==> config.mk <==
export PLATFORM = sky130hd
export DESIGN_NAME = grid_module_byte_deframer
export DESIGN_NICKNAME = d
export VERILOG_FILES = /design/src/gbd_pkg.sv /design/src/gbd_pos_track.sv /design/src/grid_module_byte_deframer.sv
export SDC_FILE = /design/constraint.sdc
export NUM_CORES = 1
export LEC_CHECK = 0
export BUFFER_PORTS_ARGS = -buffer_cell sky130_fd_sc_hd__buf_2
export CORE_ASPECT_RATIO = 0.8
export CORE_MARGIN = 2
export CORE_UTILIZATION = 40
export CTS_BUF_LIST = sky130_fd_sc_hd__clkbuf_4 sky130_fd_sc_hd__clkbuf_8 sky130_fd_sc_hd__clkbuf_16
export DETAILED_ROUTE_END_ITERATION = 10
export GPL_TIMING_DRIVEN = 1
export PLACE_DENSITY = 0.59
export SLEW_MARGIN = 20
export SYNTH_ARGS = -nofsm -noshare
export SYNTH_HDL_FRONTEND = slang
export SYNTH_SLANG_ARGS = --single-unit
==> constraint.sdc <==
create_clock -name clk -period 6.4 [get_ports clk]
set_input_delay 0.32 -clock clk [delete_from_list [all_inputs] [get_ports clk]]
set_output_delay 0.32 -clock clk [all_outputs]
set_load 0.05 [all_outputs]
==> src/gbd_pkg.sv <==
// Shared constants and types for the grid module byte deframer.
package gbd_pkg;

  localparam int unsigned GRID_SIZE   = 78;
  localparam int unsigned POS_W       = 7;
  localparam int unsigned FINDER_SIZE = 8;   // corner finder areas cover modules 0..7
  localparam int unsigned FINDER_FAR  = 69;  // far corner finders start above this
  localparam int unsigned BOX_LOW     = 67;  // inner box spans BOX_LOW+1 .. BOX_HIGH-1
  localparam int unsigned BOX_HIGH    = 75;
  localparam logic [7:0]  WHITE_LEVEL = 8'd255;

  typedef logic [POS_W-1:0] pos_t;

  typedef struct packed {
    pos_t column;
    pos_t row;
    logic skip;
  } grid_pos_t;

endpackage

==> src/gbd_pos_track.sv <==
// Module position counter over the code grid with reserved-area detection.
module gbd_pos_track (
  input  logic                clk,
  input  logic                rst_n,
  input  logic                advance,
  output gbd_pkg::grid_pos_t  pos
);

  gbd_pkg::pos_t column_r, column_nxt;
  gbd_pkg::pos_t row_r, row_nxt;
  logic          skip;

  localparam gbd_pkg::pos_t LastPos   = gbd_pkg::POS_W'(gbd_pkg::GRID_SIZE - 1);
  localparam gbd_pkg::pos_t FinderSz  = gbd_pkg::POS_W'(gbd_pkg::FINDER_SIZE);
  localparam gbd_pkg::pos_t FinderFar = gbd_pkg::POS_W'(gbd_pkg::FINDER_FAR);
  localparam gbd_pkg::pos_t BoxLow    = gbd_pkg::POS_W'(gbd_pkg::BOX_LOW);
  localparam gbd_pkg::pos_t BoxHigh   = gbd_pkg::POS_W'(gbd_pkg::BOX_HIGH);

  always_comb begin
    skip = ((column_r < FinderSz) && ((row_r < FinderSz) || (row_r > FinderFar))) ||
           ((column_r > FinderFar) && (row_r < FinderSz)) ||
           ((column_r > BoxLow) && (column_r < BoxHigh) &&
            (row_r > BoxLow) && (row_r < BoxHigh));
  end

  always_comb begin
    column_nxt = column_r;
    row_nxt    = row_r;
    if (advance) begin
      if (row_r == LastPos) begin
        row_nxt    = '0;
        // wrap the column at the end of the frame
        column_nxt = (column_r == LastPos) ? '0 : column_r + 1'b1;
      end else begin
        row_nxt = row_r + 1'b1;
      end
    end
  end

  always_ff @(posedge clk) begin
    if (!rst_n) begin
      column_r <= '0;
      row_r    <= '0;
    end else begin
      column_r <= column_nxt;
      row_r    <= row_nxt;
    end
  end

  assign pos.column = column_r;
  assign pos.row    = row_r;
  assign pos.skip   = skip;

endmodule

==> src/grid_module_byte_deframer.sv <==
// Top level: sample-to-bit deframer with LSB-first byte packing and end-of-message detection.
// Output: a completed byte is registered into out_, or into the skid entry while out_ still holds a result.
// Throughput: one input word per cycle; a two-entry output buffer keeps input open
// while one result waits, and in_stall rises only when both entries hold results.
// Reset: synchronous active-low rst_n clears position, bit count, accumulator,
// zero-byte flag, end-of-message flag and the output buffer's valid flags.
module grid_module_byte_deframer (
  input  logic       clk,
  input  logic       rst_n,
  input  logic       in_valid,
  output logic       in_stall,
  input  logic [7:0] in_module_sample,
  output logic       out_valid,
  input  logic       out_stall,
  output logic [7:0] out_data_byte,
  output logic       out_last
);

  gbd_pkg::grid_pos_t pos;

  logic       accept;
  logic       active;
  logic       take_bit;
  logic       push;
  logic       pop;
  logic [7:0] byte_full;
  logic       is_last;

  logic [2:0] bit_pos_r, bit_pos_nxt;
  logic [7:0] acc_r, acc_nxt;
  logic       zero_seen_r, zero_seen_nxt;
  logic       done_r, done_nxt;

  logic       out_valid_r;
  logic [7:0] out_byte_r;
  logic       out_last_r;
  logic       skid_valid_r;
  logic [7:0] skid_byte_r;
  logic       skid_last_r;

  assign in_stall = skid_valid_r;
  assign accept   = in_valid && !in_stall;
  assign active   = accept && !done_r;
  assign take_bit = active && !pos.skip;

  gbd_pos_track u_pos (
    .clk     (clk),
    .rst_n   (rst_n),
    .advance (active),
    .pos     (pos)
  );

  always_comb begin
    byte_full     = acc_r | (8'(in_module_sample != gbd_pkg::WHITE_LEVEL) << bit_pos_r);
    is_last       = zero_seen_r && (byte_full == 8'd0);
    push          = take_bit && (bit_pos_r == 3'd7);
    bit_pos_nxt   = bit_pos_r;
    acc_nxt       = acc_r;
    zero_seen_nxt = zero_seen_r;
    done_nxt      = done_r;
    if (take_bit) begin
      bit_pos_nxt = bit_pos_r + 1'b1;
      if (push) begin
        acc_nxt       = '0;
        zero_seen_nxt = (byte_full == 8'd0);
        done_nxt      = is_last;
      end else begin
        acc_nxt = byte_full;
      end
    end
  end

  always_ff @(posedge clk) begin
    if (!rst_n) begin
      bit_pos_r   <= '0;
      acc_r       <= '0;
      zero_seen_r <= 1'b0;
      done_r      <= 1'b0;
    end else begin
      bit_pos_r   <= bit_pos_nxt;
      acc_r       <= acc_nxt;
      zero_seen_r <= zero_seen_nxt;
      done_r      <= done_nxt;
    end
  end

  // Two-entry output buffer: out_ register in front, skid entry behind.
  assign pop = out_valid_r && !out_stall;

  always_ff @(posedge clk) begin
    if (!rst_n) begin
      out_valid_r  <= 1'b0;
      skid_valid_r <= 1'b0;
    end else begin
      if (pop) begin
        if (skid_valid_r) begin
          out_valid_r  <= 1'b1;
          skid_valid_r <= 1'b0;
        end else begin
          out_valid_r <= push;
        end
      end else if (push) begin
        if (!out_valid_r) begin
          out_valid_r <= 1'b1;
        end else begin
          skid_valid_r <= 1'b1;
        end
      end
    end
  end

  always_ff @(posedge clk) begin
    if (pop) begin
      if (skid_valid_r) begin
        out_byte_r <= skid_byte_r;
        out_last_r <= skid_last_r;
      end else begin
        out_byte_r <= byte_full;
        out_last_r <= is_last;
      end
    end else if (push) begin
      if (!out_valid_r) begin
        out_byte_r <= byte_full;
        out_last_r <= is_last;
      end else begin
        skid_byte_r <= byte_full;
        skid_last_r <= is_last;
      end
    end
  end

  assign out_valid     = out_valid_r;
  assign out_data_byte = out_byte_r;
  assign out_last      = out_last_r;

endmodule
== Word-level counts from Yosys, hierarchy flattened ==
Cells that the tools add are included.
Word-level totals
  bits in registers: 47
  bits in latches: 0
  bits in writable memories: 0
  ROM bits: 0
  bits of input ports: 12
  output and inout bits: 11
  memories kept: 0
Operators by class
  $add $sub $neg: 3
  $mul: 0
  divide/modulo/power cells: 0
  order comparisons: 8
  equal/unequal tests: 5
  shift-type cells: 1
  mux-type cells: 14
  bitwise gates (word level): 3
  reductions and logical operators: 26
Operators by type and width (count)
  $mux W8: 5
  $gt A7 B7 Y1 const B: 4
  $add A7 B1 Y7 const B: 2
  $eq A7 B7 Y1 const B: 2
  $lt A7 B4 Y1 const B: 2
  $lt A7 B7 Y1 const B: 2
  $mux W7: 2
  $logic_and A1 B1 Y1: 11
  $logic_not A8 Y1: 1
  $ne A8 B8 Y1 const B: 1
  $or A8 B8 Y8: 1
  $reduce_and A2 Y1: 4
  $shl A1 B3 Y8: 1
  $mux W1: 7
  $logic_not A1 Y1: 4
  $add A3 B1 Y3 const B: 1
  $eq A3 B3 Y1 const B: 1
  $logic_or A1 B1 Y1: 3
  $reduce_and A3 Y1: 1
  $ne A2 B2 Y1 const B: 1
  $not A1 Y1: 2
  $reduce_bool A2 Y1: 1
  $reduce_or A2 Y1: 1

== Longest topological paths before layout ==
  depth after elaboration: 10
  mapped depth: 8

== Modules after synthesis ==
From an unflattened synthesis, not the netlist that was laid out.
Unflattened totals
  cells, all modules: 235
  area total of the unflattened synthesis: 2333.5 µm²
By module, submodules not included
  grid_module_byte_deframer: times used 1, cells each 140, area an instance 1530.2 µm²
  gbd_pos_track: times used 1, cells each 95, area an instance 803.3 µm²

== Worst setup path before layout ==
Ideal clock, no wire load.
  path type: reg2reg
  start: register u_pos.column_r[0]
  end: register out_byte_r[0], in the netlist out_data_byte[0] (enable)
  setup time: 0.376 ns
  arrival time: 2.060 ns
  data required time: 6.024 ns
  setup slack: 3.964 ns
  cell stages (with the launch flop): 9
  period minus slack after synthesis: 2.436 ns
  cells stage by stage: dfxtp_1 > ha_1 > and4bb_1 > a211oi_2 > o31ai_2 > a21oi_4 > nand2_2 > buf_6 > o21ai_1
On the way
  cells in the longest elaborated chain, start to end: 10
RTL lines
  from (decl): line gbd_pos_track.sv:9  | gbd_pkg::pos_t column_r, column_nxt;
  from (signal assigned): line gbd_pos_track.sv:45  | column_r <= column_nxt;
  $gt A7 B7 Y1 / $lt A7 B7 Y1 (equally long branches): line gbd_pos_track.sv:22  | ((column_r > BoxLow) && (column_r < BoxHigh) &&
  $logic_and A1 B1 Y1 (2 in a row): line gbd_pos_track.sv:22
  $logic_and A1 B1 Y1: line gbd_pos_track.sv:23  | (row_r > BoxLow) && (row_r < BoxHigh));
  $logic_or A1 B1 Y1 (*): line gbd_pos_track.sv:21  | ((column_r > FinderFar) && (row_r < FinderSz)) ||
  $logic_not A1 Y1 (*): line grid_module_byte_deframer.sv:44  | assign take_bit = active && !pos.skip;
  $logic_and A1 B1 Y1 (*): line grid_module_byte_deframer.sv:44
  $logic_and A1 B1 Y1 (*): line grid_module_byte_deframer.sv:56  | push = take_bit && (bit_pos_r == 3'd7);
  $reduce_bool A2 Y1 (no line) (*)
  $reduce_and A2 Y1 (no line) (*)
  to (signal assigned): line grid_module_byte_deframer.sv:115  | out_byte_r <= skid_byte_r;
  to (signal assigned): line grid_module_byte_deframer.sv:118  | out_byte_r <= byte_full;
  to (signal assigned): line grid_module_byte_deframer.sv:123  | out_byte_r <= byte_full;
  to (decl): line grid_module_byte_deframer.sv:35  | logic [7:0] out_byte_r;
Mark *: on every way between the ends. The rest lies on a longest branch, timed or not.
A chain may end at the register's enable or synchronous reset.

== Worst setup path after layout ==
  start: register u_pos.column_r[0]
  end: register out_byte_r[7], in the netlist out_data_byte[7] (enable)
The elaborated chain is that of the path after synthesis.

==> results.sh <==
export IMPL_synth_seq_area_share=0.503
export IMPL_worstSetupEndpointType="flop"
export IMPL_hold_buffers=0
export IMPL_start_util=0.412
export IMPL_final_common_cell="dfxtp_1"
export IMPL_grt_pass1_vias=1430
export IMPL_cp_slowest_stage_delay_ns=0.68
export IMPL_n_antenna_cell=0
export IMPL_vias_per_cell=5.15
export IMPL_powerDensity_mw_per_mm2=219
export IMPL_synth_xor_area_frac=0.0471
export IMPL_crit_family="compound AO/OA/AOI/OAI gates"
export IMPL_synth_top_family_by_area="simple AND/OR/NAND/NOR gates"
export IMPL_clk_pin_slew_ns=0.09
export IMPL_hold_class="input pin to flop"
export IMPL_drv_cap=0
export IMPL_syn_inst=211
export IMPL_dp_hpwl_mm=2.89
export IMPL_worstSkewPairLatency_ns=0.30
export IMPL_worst_slew_pin_slew_ns=0.787
export IMPL_ys_ff_latch=47
export IMPL_portBuffers=22
export IMPL_hold_path_depth=3
export IMPL_synth_fa_ha_area_frac=0.0337
export IMPL_synth_edff_count=18
export IMPL_grt_use_total=0.141
export IMPL_fillers=512
export IMPL_p_leak_uw=0.00103
export IMPL_area_delta_synth_final_pct=12.1
export IMPL_maxSlewViolCount=0
export IMPL_synth_fp_nets=229
export IMPL_netlist_area_mm2=0.00223
export IMPL_fp_dieH_um=70.8
export IMPL_routedWlPerCell_um=13.2
export IMPL_drtAntennaViolNets=0
export IMPL_clockBufferDepth=2
export IMPL_io_pins=23
export IMPL_fin_util=0.462
export IMPL_grt_overflow=0
export IMPL_register_area_mm2=0.00112
export IMPL_cts_inserted_buffers=5
export IMPL_nets=253
export IMPL_firstDrtPassIters=4
export IMPL_slew_headroom=0.472
export IMPL_worstPathMaxFanout=15
export IMPL_cts_tree="done"
export IMPL_synth_compound_area_frac=0.0932
export IMPL_cts_resized=0
export IMPL_row_count=24
export IMPL_status="complete, no violations"
export IMPL_multi_input_area_mm2=0.00105
export IMPL_finalCritPeriodShare=0.469
export IMPL_max_clock_freq_ghz=0.333
export IMPL_cts_root_buf="clkbuf_8"
export IMPL_vdd_ir_drop_max_uv=93.5
export IMPL_drt_iter0_markers=63
export IMPL_drive_gt1_frac=0.254
export IMPL_synth_avg_cell_area_um2=10.6
export IMPL_cp_slowest_cell="o21ai_1"
export IMPL_grt_setup_unrepaired="no"
export IMPL_postCtsSetupBuffers=0
export IMPL_worstPathRequired_ns=6.33
export IMPL_start_kind="flop"
export IMPL_path_buf_inv=0
export IMPL_arrival_ns=2.94
export IMPL_grt_pass1_wl_mm=6.90
export IMPL_grt_max_degree=24
export IMPL_synth_ff_type="dfxtp_1"
export IMPL_synth_distinct_cells=47
export IMPL_whs_ns=0.374
export IMPL_muxShareOfSynthArea=0.0499
export IMPL_drc_errors=0
export IMPL_async_flop_share=0
export IMPL_cts_sinks=47
export IMPL_core_mm2=0.00541
export IMPL_path_depth=7
export IMPL_setup_viol=0
export IMPL_setup_tns_ns=0
export IMPL_die_x_um=87.5
export IMPL_num_vias=1549
export IMPL_globalplace_congestion=0.834
export IMPL_reg2regPathDepth=7
export IMPL_final_cell_mix="dfxtp_1 (29), nor2_1 (25), buf_2 (22)"
export IMPL_hold_viol_final=0
export IMPL_crit_chain="ha_1, and4bb_1, a211oi_2, o31ai_2, a21oi_4, nand2_2, o21ai_1"
export IMPL_htree_levels=2
export IMPL_period_needed_ns=3.00
export IMPL_skew_ns=0.0100
export IMPL_grt_antenna_before_repair=0
export IMPL_dieArea_mm2=0.00619
export IMPL_ys_warn_count=0
export IMPL_finalWirelength_mm=3.97
export IMPL_yosys_area_share_simple=0.248
export IMPL_critPathKind="flop to flop"
[Yosys cell counts (all sizes together) (3+ instances only)]
master / instances / area, um2
nand4: 9 / 56.3
edfxtp: 18 / 541
ha: 6 / 75.1
xor2: 8 / 70.1
buf: 3 / 30.0
o21ai: 8 / 40.0
dfxtp: 29 / 581
and3b: 8 / 70.1
or2: 9 / 56.3
o31ai: 3 / 27.5
nor2: 25 / 93.8
mux2: 9 / 101
and3: 4 / 25.0
inv: 5 / 18.8
nand3: 7 / 40.0
xnor2: 4 / 35.0
nand2b: 3 / 18.8
nand2: 16 / 62.6
a21oi: 10 / 72.6
and2: 3 / 18.8
nor3: 4 / 25.0
[state kept, by name, summed over array words and instances (netlist names)]
name	cells
acc_r	8
out_data_byte	8
skid_byte_r	8
u_pos.column_r	7
u_pos.row_r	7
bit_pos_r	3
done_r	1
in_stall	1
out_last	1
out_valid	1
skid_last_r	1
zero_seen_r	1
[worst register-to-register path: cells and delay by family, from the launching register on]
kind | cells | cell delay, ns
compound gates | 4 | 1.41
fa+ha+maj | 1 | 0.27
flops | 1 | 0.48
simple gates | 2 | 0.49
[metal layers]
layer / up-vias / part of all wire / global-route usage / wire length, um
met1: 707 / 0.57 / 0.226 / 2260
met2: 37 / 0.38 / 0.185 / 1520
met3: 2 / 0.041 / 0.0420 / 163
li1: 803 / - / - / -
met5: - / 0 / 0 / 0
met4: 0 / 0.0068 / 0.0308 / 27
[cell type report]
cell class,instances,share of cell area
clock buffers,5,0.0275
clock inverters,3,0.0185
inverters,5,0.00751
multi-input cells,154,0.421
flip-flops and latches,47,0.449
well taps,65,0.0325
repair buffers,22,0.0441
[power breakdown]
group	leakage [uW]	internal, uW	total (uW)	switching, uW
combinational	0.000564	7.31	16.1	8.80
sequential	0.000413	309	312	2.88
clock	0.0000548	118	218	101
total	0.00103	434	546	112
[final timing paths]
path                                    endpoint               from  slack (ns)
worst max-delay path            out_data_byte[7]  u_pos.column_r[0]        3.40
worst min-delay path                   out_valid          out_stall        0.37
worst max register to register  out_data_byte[7]  u_pos.column_r[0]        3.40
worst min register to register       zero_seen_r        zero_seen_r        0.46
[cell families after synthesis]
group / Yosys count
flip-flops: 47
AND/OR/NAND/NOR: 97
AO/OA/AOI/OAI: 29
adder cells (fa/ha/maj): 6
multiplexers: 10
buffers and inverters: 10
XOR/XNOR: 12
[through the flow]
| stage | instance area (um2) | setup WS (ns) | power [uW] | instances |
|---|---|---|---|---|
| after floorplan | 2230 | 3.96 | 329 | 211 |
| after global placement | 2380 | 3.41 | 335 | 293 |
| after detailed placement | 2380 | 3.31 | 335 | 293 |
| after CTS | 2500 | 3.31 | 553 | 301 |
| after global routing | 2500 | 3.05 | 566 | 301 |
| final | 2500 | 3.40 | 546 | 301 |
Note: power is estimated with default switching activity, not from simulation.
